## src/rtl/core/tcpmq_pkg.sv

```systemverilog
// ----------------------------------------------------------------------------
// Three-class priority message queue package
// Shared payload types, field widths, operation, class and status codes.
// ----------------------------------------------------------------------------
package tcpmq_pkg;

  localparam int HANDLE_W = 32;
  localparam int LEVEL_W  = 2;
  localparam int STATUS_W = 3;
  localparam int COUNT_W  = 5;

  localparam int DEFAULT_QUEUE_DEPTH = 16;
  localparam int DEFAULT_HANDLE_BITS = 32;

  localparam logic [COUNT_W-1:0] CAPACITY_RESET = 5'd16;

  localparam logic FUNC_PUSH = 1'b0;
  localparam logic FUNC_TAKE = 1'b1;

  localparam logic [LEVEL_W-1:0] LVL_GENERAL   = 2'd0;
  localparam logic [LEVEL_W-1:0] LVL_IMPORTANT = 2'd1;
  localparam logic [LEVEL_W-1:0] LVL_IMMEDIATE = 2'd2;
  localparam logic [LEVEL_W-1:0] LVL_INVALID   = 2'd3;

  localparam logic [STATUS_W-1:0] ST_OK    = 3'd0;
  localparam logic [STATUS_W-1:0] ST_FULL  = 3'd1;
  localparam logic [STATUS_W-1:0] ST_BUSY  = 3'd2;
  localparam logic [STATUS_W-1:0] ST_LEVEL = 3'd3;
  localparam logic [STATUS_W-1:0] ST_NULL  = 3'd4;
  localparam logic [STATUS_W-1:0] ST_EMPTY = 3'd5;

  typedef struct packed {
    logic                func;
    logic [LEVEL_W-1:0]  msg_level;
    logic [HANDLE_W-1:0] msg_handle;
  } req_t;

  typedef struct packed {
    logic [STATUS_W-1:0] status;
    logic [HANDLE_W-1:0] taken_handle;
    logic [LEVEL_W-1:0]  taken_level;
    logic [COUNT_W-1:0]  occupancy;
  } rsp_t;

endpackage

```

## src/rtl/core/three_class_priority_message_queue.sv

```systemverilog
// ----------------------------------------------------------------------------
// Three-class priority message queue
// Holds message handles in an immediate slot and two FIFOs that share one
// synchronous memory, and answers push and take requests by strict priority.
// ----------------------------------------------------------------------------
// Each request on the input channel is a push or a take, and each produces
// exactly one response on the output channel, in request order.
// A response is presented in the cycle after its request transfer. The block
// takes one request per cycle as long as the output side keeps up: a new
// request is taken in the same cycle as the waiting response is taken.
// A take from a FIFO reads the shared handle memory in the request cycle;
// the registered read data becomes the response handle in the next cycle.
// While a response is stalled, the read data and all response fields hold,
// and no further request is taken.
// The capacity register is written through its own channel, which is always
// ready; it should be written only while no request is outstanding.
// Reset empties all three classes, clears the counters and sets the
// capacity to sixteen. The memory contents are not cleared; a FIFO entry
// is only read after it has been written.
// ----------------------------------------------------------------------------
module three_class_priority_message_queue #(
  parameter int QUEUE_DEPTH = tcpmq_pkg::DEFAULT_QUEUE_DEPTH,
  parameter int HANDLE_BITS = tcpmq_pkg::DEFAULT_HANDLE_BITS
) (
  input  logic                               clk_i,
  input  logic                               rst_ni,
  input  logic                               in_valid_i,
  output logic                               in_ready_o,
  input  tcpmq_pkg::req_t                    in_data_i,
  output logic                               out_valid_o,
  input  logic                               out_ready_i,
  output tcpmq_pkg::rsp_t                    out_data_o,
  input  logic                               cfg_valid_i,
  output logic                               cfg_ready_o,
  input  logic [tcpmq_pkg::COUNT_W-1:0]      cfg_data_i
);

  localparam int PTR_W   = (QUEUE_DEPTH > 1) ? $clog2(QUEUE_DEPTH) : 1;
  localparam int ADDR_W  = PTR_W + 1;
  localparam int STORE_W = (HANDLE_BITS < tcpmq_pkg::HANDLE_W) ? HANDLE_BITS
                                                               : tcpmq_pkg::HANDLE_W;
  localparam int CapLimit = (QUEUE_DEPTH < 31) ? QUEUE_DEPTH : 31;
  localparam logic [tcpmq_pkg::COUNT_W-1:0] CAP_MAX  = tcpmq_pkg::COUNT_W'(CapLimit);
  localparam logic [PTR_W-1:0]              PTR_LAST = PTR_W'(QUEUE_DEPTH - 1);

  localparam int CW = tcpmq_pkg::COUNT_W;

  logic [STORE_W-1:0] mem [0:(1 << ADDR_W)-1];
  logic [STORE_W-1:0] rdata_q;

  logic [CW-1:0]      capacity_q;
  logic               urgent_valid_q, urgent_valid_d;
  logic [STORE_W-1:0] urgent_handle_q, urgent_handle_d;
  logic [PTR_W-1:0]   high_rd_q, high_rd_d, high_wr_q, high_wr_d;
  logic [PTR_W-1:0]   low_rd_q, low_rd_d, low_wr_q, low_wr_d;
  logic [CW-1:0]      high_cnt_q, high_cnt_d, low_cnt_q, low_cnt_d;
  logic [CW-1:0]      total_q, total_d;

  logic                              out_valid_q;
  logic [tcpmq_pkg::STATUS_W-1:0]    status_q, status_d;
  logic [tcpmq_pkg::LEVEL_W-1:0]     level_q, level_d;
  logic [STORE_W-1:0]                handle_q, handle_d;
  logic                              sel_mem_q, sel_mem_d;

  logic               mem_we, mem_re;
  logic [ADDR_W-1:0]  waddr, raddr;
  logic [STORE_W-1:0] req_handle;
  logic [CW-1:0]      cap_eff;
  logic               in_fire;

  function automatic logic [PTR_W-1:0] ptr_next(input logic [PTR_W-1:0] p);
    return (p == PTR_LAST) ? '0 : p + PTR_W'(1);
  endfunction

  assign in_ready_o  = !out_valid_q || out_ready_i;
  assign in_fire     = in_valid_i && in_ready_o;
  assign cfg_ready_o = 1'b1;
  assign req_handle  = in_data_i.msg_handle[STORE_W-1:0];
  assign cap_eff     = (capacity_q > CAP_MAX) ? CAP_MAX : capacity_q;

  always_comb begin
    urgent_valid_d  = urgent_valid_q;
    urgent_handle_d = urgent_handle_q;
    high_rd_d       = high_rd_q;
    high_wr_d       = high_wr_q;
    low_rd_d        = low_rd_q;
    low_wr_d        = low_wr_q;
    high_cnt_d      = high_cnt_q;
    low_cnt_d       = low_cnt_q;
    total_d         = total_q;
    status_d        = tcpmq_pkg::ST_OK;
    level_d         = tcpmq_pkg::LVL_GENERAL;
    handle_d        = '0;
    sel_mem_d       = 1'b0;
    mem_we          = 1'b0;
    mem_re          = 1'b0;
    waddr           = {1'b0, high_wr_q};
    raddr           = {1'b0, high_rd_q};
    if (in_data_i.func == tcpmq_pkg::FUNC_PUSH) begin
      priority if (req_handle == '0) begin
        status_d = tcpmq_pkg::ST_NULL;
      end else if (total_q >= cap_eff) begin
        status_d = tcpmq_pkg::ST_FULL;
      end else if (in_data_i.msg_level == tcpmq_pkg::LVL_INVALID) begin
        status_d = tcpmq_pkg::ST_LEVEL;
      end else if (in_data_i.msg_level == tcpmq_pkg::LVL_IMMEDIATE) begin
        if (urgent_valid_q) begin
          status_d = tcpmq_pkg::ST_BUSY;
        end else begin
          urgent_valid_d  = 1'b1;
          urgent_handle_d = req_handle;
          total_d         = total_q + CW'(1);
        end
      end else if (in_data_i.msg_level == tcpmq_pkg::LVL_IMPORTANT) begin
        mem_we     = in_fire;
        waddr      = {1'b0, high_wr_q};
        high_wr_d  = ptr_next(high_wr_q);
        high_cnt_d = high_cnt_q + CW'(1);
        total_d    = total_q + CW'(1);
      end else begin
        mem_we    = in_fire;
        waddr     = {1'b1, low_wr_q};
        low_wr_d  = ptr_next(low_wr_q);
        low_cnt_d = low_cnt_q + CW'(1);
        total_d   = total_q + CW'(1);
      end
    end else begin
      priority if (total_q == '0) begin
        status_d = tcpmq_pkg::ST_EMPTY;
      end else if (urgent_valid_q) begin
        urgent_valid_d = 1'b0;
        handle_d       = urgent_handle_q;
        level_d        = tcpmq_pkg::LVL_IMMEDIATE;
        total_d        = total_q - CW'(1);
      end else if (high_cnt_q != '0) begin
        mem_re     = in_fire;
        raddr      = {1'b0, high_rd_q};
        sel_mem_d  = 1'b1;
        level_d    = tcpmq_pkg::LVL_IMPORTANT;
        high_rd_d  = ptr_next(high_rd_q);
        high_cnt_d = high_cnt_q - CW'(1);
        total_d    = total_q - CW'(1);
      end else if (low_cnt_q != '0) begin
        mem_re    = in_fire;
        raddr     = {1'b1, low_rd_q};
        sel_mem_d = 1'b1;
        level_d   = tcpmq_pkg::LVL_GENERAL;
        low_rd_d  = ptr_next(low_rd_q);
        low_cnt_d = low_cnt_q - CW'(1);
        total_d   = total_q - CW'(1);
      end else begin
        status_d = tcpmq_pkg::ST_EMPTY;
      end
    end
  end

  always_ff @(posedge clk_i) begin
    if (mem_we) begin
      mem[waddr] <= req_handle;
    end
    if (mem_re) begin
      rdata_q <= mem[raddr];
    end
  end

  always_ff @(posedge clk_i or negedge rst_ni) begin
    if (!rst_ni) begin
      capacity_q     <= tcpmq_pkg::CAPACITY_RESET;
      urgent_valid_q <= 1'b0;
      high_rd_q      <= '0;
      high_wr_q      <= '0;
      low_rd_q       <= '0;
      low_wr_q       <= '0;
      high_cnt_q     <= '0;
      low_cnt_q      <= '0;
      total_q        <= '0;
      out_valid_q    <= 1'b0;
    end else begin
      if (cfg_valid_i) begin
        capacity_q <= cfg_data_i;
      end
      if (in_fire) begin
        urgent_valid_q <= urgent_valid_d;
        high_rd_q      <= high_rd_d;
        high_wr_q      <= high_wr_d;
        low_rd_q       <= low_rd_d;
        low_wr_q       <= low_wr_d;
        high_cnt_q     <= high_cnt_d;
        low_cnt_q      <= low_cnt_d;
        total_q        <= total_d;
        out_valid_q    <= 1'b1;
      end else if (out_ready_i) begin
        out_valid_q <= 1'b0;
      end
    end
  end

  always_ff @(posedge clk_i) begin
    if (in_fire) begin
      urgent_handle_q <= urgent_handle_d;
      status_q        <= status_d;
      level_q         <= level_d;
      handle_q        <= handle_d;
      sel_mem_q       <= sel_mem_d;
    end
  end

  assign out_valid_o             = out_valid_q;
  assign out_data_o.status       = status_q;
  assign out_data_o.taken_handle = tcpmq_pkg::HANDLE_W'(sel_mem_q ? rdata_q : handle_q);
  assign out_data_o.taken_level  = level_q;
  assign out_data_o.occupancy    = total_q;

endmodule

```

## config.mk

```make
export PLATFORM = sky130hd
export DESIGN_NAME = three_class_priority_message_queue
export DESIGN_NICKNAME = d
export VERILOG_FILES = /design/src/rtl/core/tcpmq_pkg.sv /design/src/rtl/core/three_class_priority_message_queue.sv
export SDC_FILE = /design/constraint.sdc
export NUM_CORES = 1
export LEC_CHECK = 0
export BUFFER_PORTS_ARGS = -buffer_cell sky130_fd_sc_hd__buf_4
export CAP_MARGIN = 20
export CORE_ASPECT_RATIO = 2
export CORE_MARGIN = 4
export CORE_UTILIZATION = 40
export CTS_CLUSTER_SIZE = 10
export DETAILED_ROUTE_END_ITERATION = 8
export GPL_TIMING_DRIVEN = 0
export MAX_ROUTING_LAYER = met4
export SLEW_MARGIN = 20
export SYNTH_ARGS = -nofsm -noshare
export SYNTH_HDL_FRONTEND = slang
export SYNTH_SLANG_ARGS = --single-unit
```

## constraint.sdc

```tcl
create_clock -name clk_i -period 5.2 [get_ports clk_i]
set_clock_uncertainty 0.2 [all_clocks]
set_input_delay 0.78 -clock clk_i [delete_from_list [all_inputs] [get_ports clk_i]]
set_output_delay 0.78 -clock clk_i [all_outputs]
set_load 0.03 [all_outputs]
```

# ---- Word-level counts from Yosys, hierarchy flattened
# Memory sizes are Yosys's and may differ from the RTL's. A register that Yosys moved wholly into a read port is not among the register bits.
# Index checks and enable logic that the tools add are counted.
dict set report word_totals {
  ff_bits 108
  latchBits 0
  mem_bits_rw 1024
  romBits 0
  in_bits 45
  output_inout_bits 45
  n_memories 1
}
dict set report op_classes {
  n_addsub 10
  multipliers 0
  div_mod_pow 0
  magnitude_cmp 2
  eq_ne 19
  n_shift 0
  muxes 80
  n_bitwise 9
  n_reduce_logical 22
}
# name depth word_bits read_ports rd_ports_with_merged_regs wr line_no
set mem_list {}
lappend mem_list {mem 32 32 1 1 1 three_class_priority_message_queue.sv:48} ;# logic [STORE_W-1:0] mem [0:(1 << ADDR_W)-1];
# op count
set ops {}
lappend ops {{two-way mux 5 bit} 41}
lappend ops {{logical NOT 32 bit} 1}
lappend ops {{two-way mux 32 bit} 1}
lappend ops {{AND reduction 7 bit} 4}
lappend ops {{two-way mux 1 bit} 23}
lappend ops {{two-way mux 3 bit} 6}
lappend ops {{adder 4 x 1 -> 4 bit (second input constant)} 4}
lappend ops {{== test 4 bit (second input constant)} 4}
lappend ops {{two-way mux 4 bit} 4}
lappend ops {{!= test 2 bit (second input constant)} 8}
lappend ops {{adder 5 x 1 -> 5 bit (second input constant)} 3}
lappend ops {{subtractor 5 x 1 -> 5 bit (second input constant)} 3}
lappend ops {{AND reduction 6 bit} 2}
lappend ops {{two-way mux 2 bit} 5}
lappend ops {{AND reduction 10 bit} 1}
lappend ops {{nonzero test 5 bit} 2}
lappend ops {{inverter 1 bit} 9}
lappend ops {{AND reduction 9 bit} 1}
lappend ops {{nonzero test 2 bit} 3}
lappend ops {{OR reduction 3 bit} 2}
lappend ops {{greater-or-equal comparator 5 bit} 1}
lappend ops {{greater-than comparator 5 bit (second input constant)} 1}
lappend ops {{logical NOT 5 bit} 1}
lappend ops {{AND reduction 5 bit} 1}
lappend ops {{9 further kinds} 11}

# ---- Longest topological paths before layout
dict set report logic_depth {
  ltp_word 10
  depth_mapped 13
  mapped_depth_nobuf 10
}

# ---- Least setup slack after synthesis
# No wires, ideal clock.
dict set report synth_timing {
  path_type {register -> register}
  from {register total_q[0]}
  to {memory mem[13][0] (netlist bit) (enable)}
  arrival_ns 4.087
  required_time_ns 4.579
  setup_slack_ns 0.492
  stages_incl_launch_ff 11
  path_buffers 0
  period_less_slack_ns 4.708
  cell_sequence {dfrtp_1 -> inv_1 -> ha_1 -> nand2b_1 -> a21o_1 -> a21o_1 -> a21o_1 -> a2111oi_4 -> and3b_1 -> o21ai_1 -> nor2_1}
}
dict set report synth_via {
  elab_chain_cells 6
  elab_cells_between_ends 9
}
# item line_no
set synth_rtl {}
lappend synth_rtl {{from (decl)} three_class_priority_message_queue.sv:57} ;# logic [CW-1:0] total_q, total_d;
lappend synth_rtl {{from (signal assigned)} three_class_priority_message_queue.sv:190} ;# total_q <= total_d;
lappend synth_rtl {{greater-or-equal comparator 5 bit *} three_class_priority_message_queue.sv:102} ;# end else if (total_q >= cap_eff) begin
lappend synth_rtl {{two-way mux 1 bit} three_class_priority_message_queue.sv:102}
lappend synth_rtl {{two-way mux 1 bit} three_class_priority_message_queue.sv:100} ;# priority if (req_handle == '0) begin
lappend synth_rtl {{two-way mux 1 bit} three_class_priority_message_queue.sv:99} ;# if (in_data_i.func == tcpmq_pkg::FUNC_PUSH) begin
lappend synth_rtl {{two-way mux 1 bit} three_class_priority_message_queue.sv:158} ;# if (mem_we) begin
lappend synth_rtl {{two-way mux 1 bit (not written as such)} three_class_priority_message_queue.sv:159} ;# mem[waddr] <= req_handle;
lappend synth_rtl {{to (decl)} three_class_priority_message_queue.sv:48}
# Mark *: on every way between the ends. The rest lies on a longest branch, timed or not.

# ---- Worst setup path in the final report
dict set report layout_timing {
  from {register high_cnt_q[0]}
  to {register rdata_q[27], read port of mem (data pin)}
}
dict set report layout_via {
  elab_chain_cells 5
  elab_cells_between_ends 9
}
# item line_no
set layout_rtl {}
lappend layout_rtl {{from (decl)} three_class_priority_message_queue.sv:56} ;# logic [CW-1:0] high_cnt_q, high_cnt_d, low_cnt_q, low_cnt_d;
lappend layout_rtl {{from (signal assigned)} three_class_priority_message_queue.sv:188} ;# high_cnt_q <= high_cnt_d;
lappend layout_rtl {{nonzero test 5 bit *} three_class_priority_message_queue.sv:135} ;# end else if (high_cnt_q != '0) begin
lappend layout_rtl {{two-way mux 5 bit / two-way mux 1 bit (equally long branches)} three_class_priority_message_queue.sv:135}
lappend layout_rtl {{two-way mux 5 bit / two-way mux 1 bit (equally long branches)} three_class_priority_message_queue.sv:130} ;# end else if (urgent_valid_q) begin
lappend layout_rtl {{two-way mux 5 bit / two-way mux 1 bit (equally long branches)} three_class_priority_message_queue.sv:128} ;# priority if (total_q == '0) begin
lappend layout_rtl {{two-way mux 5 bit / two-way mux 1 bit (equally long branches)} three_class_priority_message_queue.sv:99}
lappend layout_rtl {{to (decl)} three_class_priority_message_queue.sv:49} ;# logic [STORE_W-1:0] rdata_q;
# Marks and branches as above.
# A chain may end at the register's enable or synchronous reset.

==> impl_table.tex <==
\begin{tabular}{lr}
\hline
Metric & Value \\
\hline
\multicolumn{2}{l}{\textbf{Placed design}} \\
\quad Area after detailed placement & 50,900 sq um \\
\quad Weighted congestion at the end of routability-driven global placement & 0.949 \\
\quad Half-perimeter wire length after detailed placement & 117,000 um \\
\quad Buffers on Ports & 88 \\
\quad Worst slack at placement & -0.342 ns \\
\multicolumn{2}{l}{\textbf{STA}} \\
\quad Maximum clock frequency & 198 MHz \\
\quad Measured slew at the worst slew-check pin & about 1.2 ns \\
\quad Final setup violating endpoints & 0 \\
\quad Slew Limit Headroom & 20.7\% \\
\quad Period utilisation layout & between 90\% and 100\% \\
\quad Hold violation count in the final report & 0 \\
\quad Unrepaired setup endpoints after global routing & false \\
\quad Number of max-slew violations in the final report & 0 \\
\quad Shortest clock period the worst path allows after layout & 5.05 ns \\
\quad Final worst setup slack & 0.152 ns \\
\multicolumn{2}{l}{\textbf{Floorplanning}} \\
\quad Number of standard-cell rows in the floorplan & 178 \\
\quad Area of the core & $\sim$120,000 sq um \\
\quad Starting utilization of the core area & 40.2\% \\
\quad Die ar. & around 120,000 sq um \\
\quad Num ports & 90 \\
\quad Horizontal die dimension & 251 um \\
\quad Chip height & 494 um \\
\multicolumn{2}{l}{\textbf{Critical path}} \\
\quad Worst setup path category & reg -> reg \\
\quad Slowest stage cell, crit path & sky130\_fd\_sc\_hd\_\_a32oi\_1 \\
\quad WP data required & roughly 5.5 ns \\
\quad Number of cell instances on the worst register-to-register path & 10 \\
\quad Cell occurring most often along the worst timing path & sky130\_fd\_sc\_hd\_\_clkbuf\_1 \\
\quad Startpoint kind of the worst setup timing path & flop \\
\quad Worst-path maximum fanout & 10 \\
\quad Worst r2r dst & rdata\_q[27] \\
\quad WP data arrival & 5.39 ns \\
\quad Cells traversed along the worst timing path & nor4\_2 > nor2b\_1 > and3\_1 > clkbuf\_1 > clkbuf\_1 > o21ai\_0 > a32oi\_1 > o2111ai\_1 > o311a\_1 > a31oi\_1 \\
\quad Worst Setup End Kind & flop \\
\quad Capture point of the critical path & rdata\_q[27] \\
\quad Register-to-register setup slack & 0.15 ns \\
\quad Critical path launch point & high\_cnt\_q[0] \\
\quad Source of the worst register-to-register timing path & high\_cnt\_q[0] \\
\quad Largest stage delay on the critical path & roughly 0.75 ns \\
\multicolumn{2}{l}{\textbf{Run}} \\
\quad Maximum capacitance violations & 0 \\
\multicolumn{2}{l}{\textbf{Global routing}} \\
\quad Global-route usage over all layers & 27.5\% \\
\quad Number of global-route vias before repair & 31,500 \\
\quad Maximum number of pins on one net before global-route repair & 39 \\
\quad First-pass GRT wire length & 234,000 um \\
\quad Number of antenna violations at the first check in global routing & 7 \\
\quad Total congestion overflow & 0 \\
\multicolumn{2}{l}{\textbf{Routing}} \\
\quad Overall routed net length & 170,000 um \\
\quad Number of vias per cell & 6.13 \\
\quad Initial drt markers & 3,874 \\
\quad DRC viols & 0 \\
\quad Count of TritonRoute iterations in the first routing pass & 6 \\
\quad Number of routed nets with antenna violations & 0 \\
\quad DR WL/cell & $\sim$33 um \\
\quad Number of vias in the routed layout & between 30,000 and 40,000 \\
\multicolumn{2}{l}{\textbf{Pwr}} \\
\quad Power per unit of standard cell area & 537 nW/um\^{}2 \\
\quad Worst VDD drop & 340 uV \\
\quad Static power due to leakage & 18.4 nW \\
\multicolumn{2}{l}{\textbf{Cells and area}} \\
\quad Area of all placed cells without fillers & 54,700 sq um \\
\quad Final nets & 3,730 \\
\quad Layout area overhead & 15.8\% \\
\quad Fraction of layout cells with a size suffix above 1 & 13.8\% \\
\multicolumn{2}{l}{\textbf{Clock tree}} \\
\quad Buffer levels on the longest clock path & 3 \\
\quad Clock tree from TritonCTS & done \\
\quad Clock slew seen by the registers of the worst setup and hold paths & 0.06 ns \\
\quad TritonCTS Buffers & 134 \\
\quad H-tree depth & 4 \\
\quad Number of sinks handled by clock tree synthesis & 1,164 \\
\quad Number of buffers inserted by post-CTS setup repair & 0 \\
\quad Source-to-sink clock delay at the later pin of the worst-skew pair & around 0.74 ns \\
\quad Root cell of the clock tree & sky130\_fd\_sc\_hd\_\_clkbuf\_16 \\
\multicolumn{2}{l}{\textbf{Run status}} \\
\quad Result of the run & complete, no violations \\
\multicolumn{2}{l}{\textbf{Min path}} \\
\quad Type of the most critical hold path & in -> reg \\
\multicolumn{2}{l}{\textbf{Yosys}} \\
\quad Sequential cell area fraction in the yosys report & 73.6\% \\
\quad Async set-or-reset flop fraction in the synthesized netlist & 3.26\% \\
\quad Flip-flop and latch count after synthesis & 1,164 \\
\quad Number of distinct library cells after synthesis & 59 \\
\quad Synthesis Warnings & 0 \\
\quad Number of flops mapped to enable cells by yosys & 1,126 \\
\quad Synthesized Nets & 3,467 \\
\quad Synthesized area divided by synthesized cell count & 13.9 sq um \\
\quad Primary FF master, synth & sky130\_fd\_sc\_hd\_\_edfxtp\_1 \\
\quad Synthesized netlist cell count & 3,397 \\
\quad Total standard cell area after synthesis & 47,200 sq um \\
\hline
\end{tabular}
-- critical path, delay by kind of cell (launching register included) --
kind / cells / cell delay [ns]
flops: 1 / 0.44
compound gates: 5 / 1.84
simple gates: 3 / 1.44
buf+inv: 2 / 0.95
-- power by group --
part	leakage [nW]	total [mW]	internal (mW)	switching (mW)
clock	1.79	8.37	4.77	3.60
combinational	5.93	10.1	2.71	7.43
sequential	10.6	10.8	10.6	0.197
-- cells in the final DEF (no fill, tap or decap), types with 45 or more instances in the layout --
cell type                   instances
sky130_fd_sc_hd__nor2_1            47
sky130_fd_sc_hd__buf_2             72
sky130_fd_sc_hd__o21ai_0           83
sky130_fd_sc_hd__nand2b_1          45
sky130_fd_sc_hd__a31oi_1           68
sky130_fd_sc_hd__a21oi_1          205
sky130_fd_sc_hd__clkbuf_16        140
sky130_fd_sc_hd__mux2_2            78
sky130_fd_sc_hd__a22oi_1           96
sky130_fd_sc_hd__edfxtp_1        1126
sky130_fd_sc_hd__clkbuf_1         133
sky130_fd_sc_hd__buf_4            101
sky130_fd_sc_hd__nand2_1          644
sky130_fd_sc_hd__and3_1            98
sky130_fd_sc_hd__nand3_1          227
-- synth_stat cells, types with 11 or more instances --
library cell	number	area, sq um
sky130_fd_sc_hd__edfxtp_1	1126	33800
sky130_fd_sc_hd__nand2_1	645	2420
sky130_fd_sc_hd__nand3_1	227	1140
sky130_fd_sc_hd__a21oi_1	206	1030
sky130_fd_sc_hd__clkbuf_1	129	484
sky130_fd_sc_hd__and3_1	98	613
sky130_fd_sc_hd__a22oi_1	96	721
sky130_fd_sc_hd__o21ai_0	83	415
sky130_fd_sc_hd__nor2_1	79	297
sky130_fd_sc_hd__mux2_2	78	878
sky130_fd_sc_hd__buf_2	71	355
sky130_fd_sc_hd__a31oi_1	68	425
sky130_fd_sc_hd__nand2b_1	45	282
sky130_fd_sc_hd__dfrtp_1	37	926
sky130_fd_sc_hd__nand4_1	36	225
sky130_fd_sc_hd__a211oi_1	34	255
sky130_fd_sc_hd__a2111oi_0	33	289
sky130_fd_sc_hd__a221o_1	33	330
sky130_fd_sc_hd__o2111ai_1	33	289
sky130_fd_sc_hd__a32oi_1	32	280
sky130_fd_sc_hd__o311a_1	32	320
sky130_fd_sc_hd__buf_1	22	82.6
sky130_fd_sc_hd__ha_1	22	275
sky130_fd_sc_hd__inv_1	17	63.8
sky130_fd_sc_hd__buf_4	13	97.6
sky130_fd_sc_hd__a21o_1	11	82.6
sky130_fd_sc_hd__xnor2_1	11	96.3
-- repair_timing --
item,in CTS,in global routing
endpoints found under the setup margin,13,160
hold buffers,1,0
pin swaps,0,1
resized for setup,4,7
endpoints found under the hold margin,37,0
-- worst min path at each step --
stage                  from       endpoint  cells after the start
5_1_grt          in_valid_i    out_valid_o                      2
3_5_place_dp   low_cnt_q[4]   low_cnt_q[4]                      1
4_1_cts          in_valid_i    out_valid_o                      2
3_3_place_gp   low_cnt_q[4]   low_cnt_q[4]                      1
2_1_floorplan  low_cnt_q[4]   low_cnt_q[4]                      1
6_report        cfg_valid_i  capacity_q[4]                      2
-- sequential cells by signal, summed over array words and instances (netlist names) --
name	cells
capacity_q	5
out_valid_o	1
total_q	5
urgent_handle_q	32
level_q	2
handle_q	32
mem	1024
urgent_valid_q	1
low_rd_q	4
rdata_q	32
high_rd_q	4
low_cnt_q	5
high_cnt_q	5
high_wr_q	4
sel_mem_q	1
status_q	3
low_wr_q	4
-- metal layers --
layer | track usage [%] | vias to the layer above | wire length, um
li1 | - | 13500 | -
met1 | 27.5 | 16100 | 53700
met2 | 47.4 | 1788 | 86800
met3 | 3.93 | 617 | 11500
met4 | 23.0 | 0 | 18500
met5 | - | - | 0
-- layout make-up --
cell class	count	area (sq um)
Clock inverter	11	106
Timing Repair Buffer	128	1550
Sequential cell	1164	34800
Antenna cell	6	15.0
Inverter	18	67.6
Fill cell	10200	62700
Tap cell	1530	1910
Multi-Input combinational cell	1975	11600
Clock buffer	150	3540
Buffer	239	1090
-- cells by family (layout without fill, tap and decap cells) --
kind of cell / count (synthesis) / count (layout) / share of synthesized area (%)
xor gates and xnor gates: 19 / 19 / 0.352
adders and majority gates: 25 / 25 / 0.710
other: 1 / 7 / 0.00794
muxes: 87 / 87 / 2.07
DFF: 1164 / 1164 / 73.6
buffers and inverters: 258 / 546 / 2.42
and+or+nand+nor: 1166 / 1166 / 11.1
AOI/OAI and AO/OA: 677 / 677 / 9.73
-- metrics by stage --
step	hold WS (ns)	cells	TNS (ns)	total power [mW]	util [%]
floorplan	0.243	3397	0	16.3	-
global placement	0.266	5015	-1604.79	20.8	42.4
detailed placement	0.262	5053	-26.75	21.0	43.4
CTS	0.0148	5214	0	29.2	46.5
global route	0.0363	5219	0	30.1	46.6
finish	0.0460	5221	0	29.3	46.6
(Power assumes the default switching activity.)
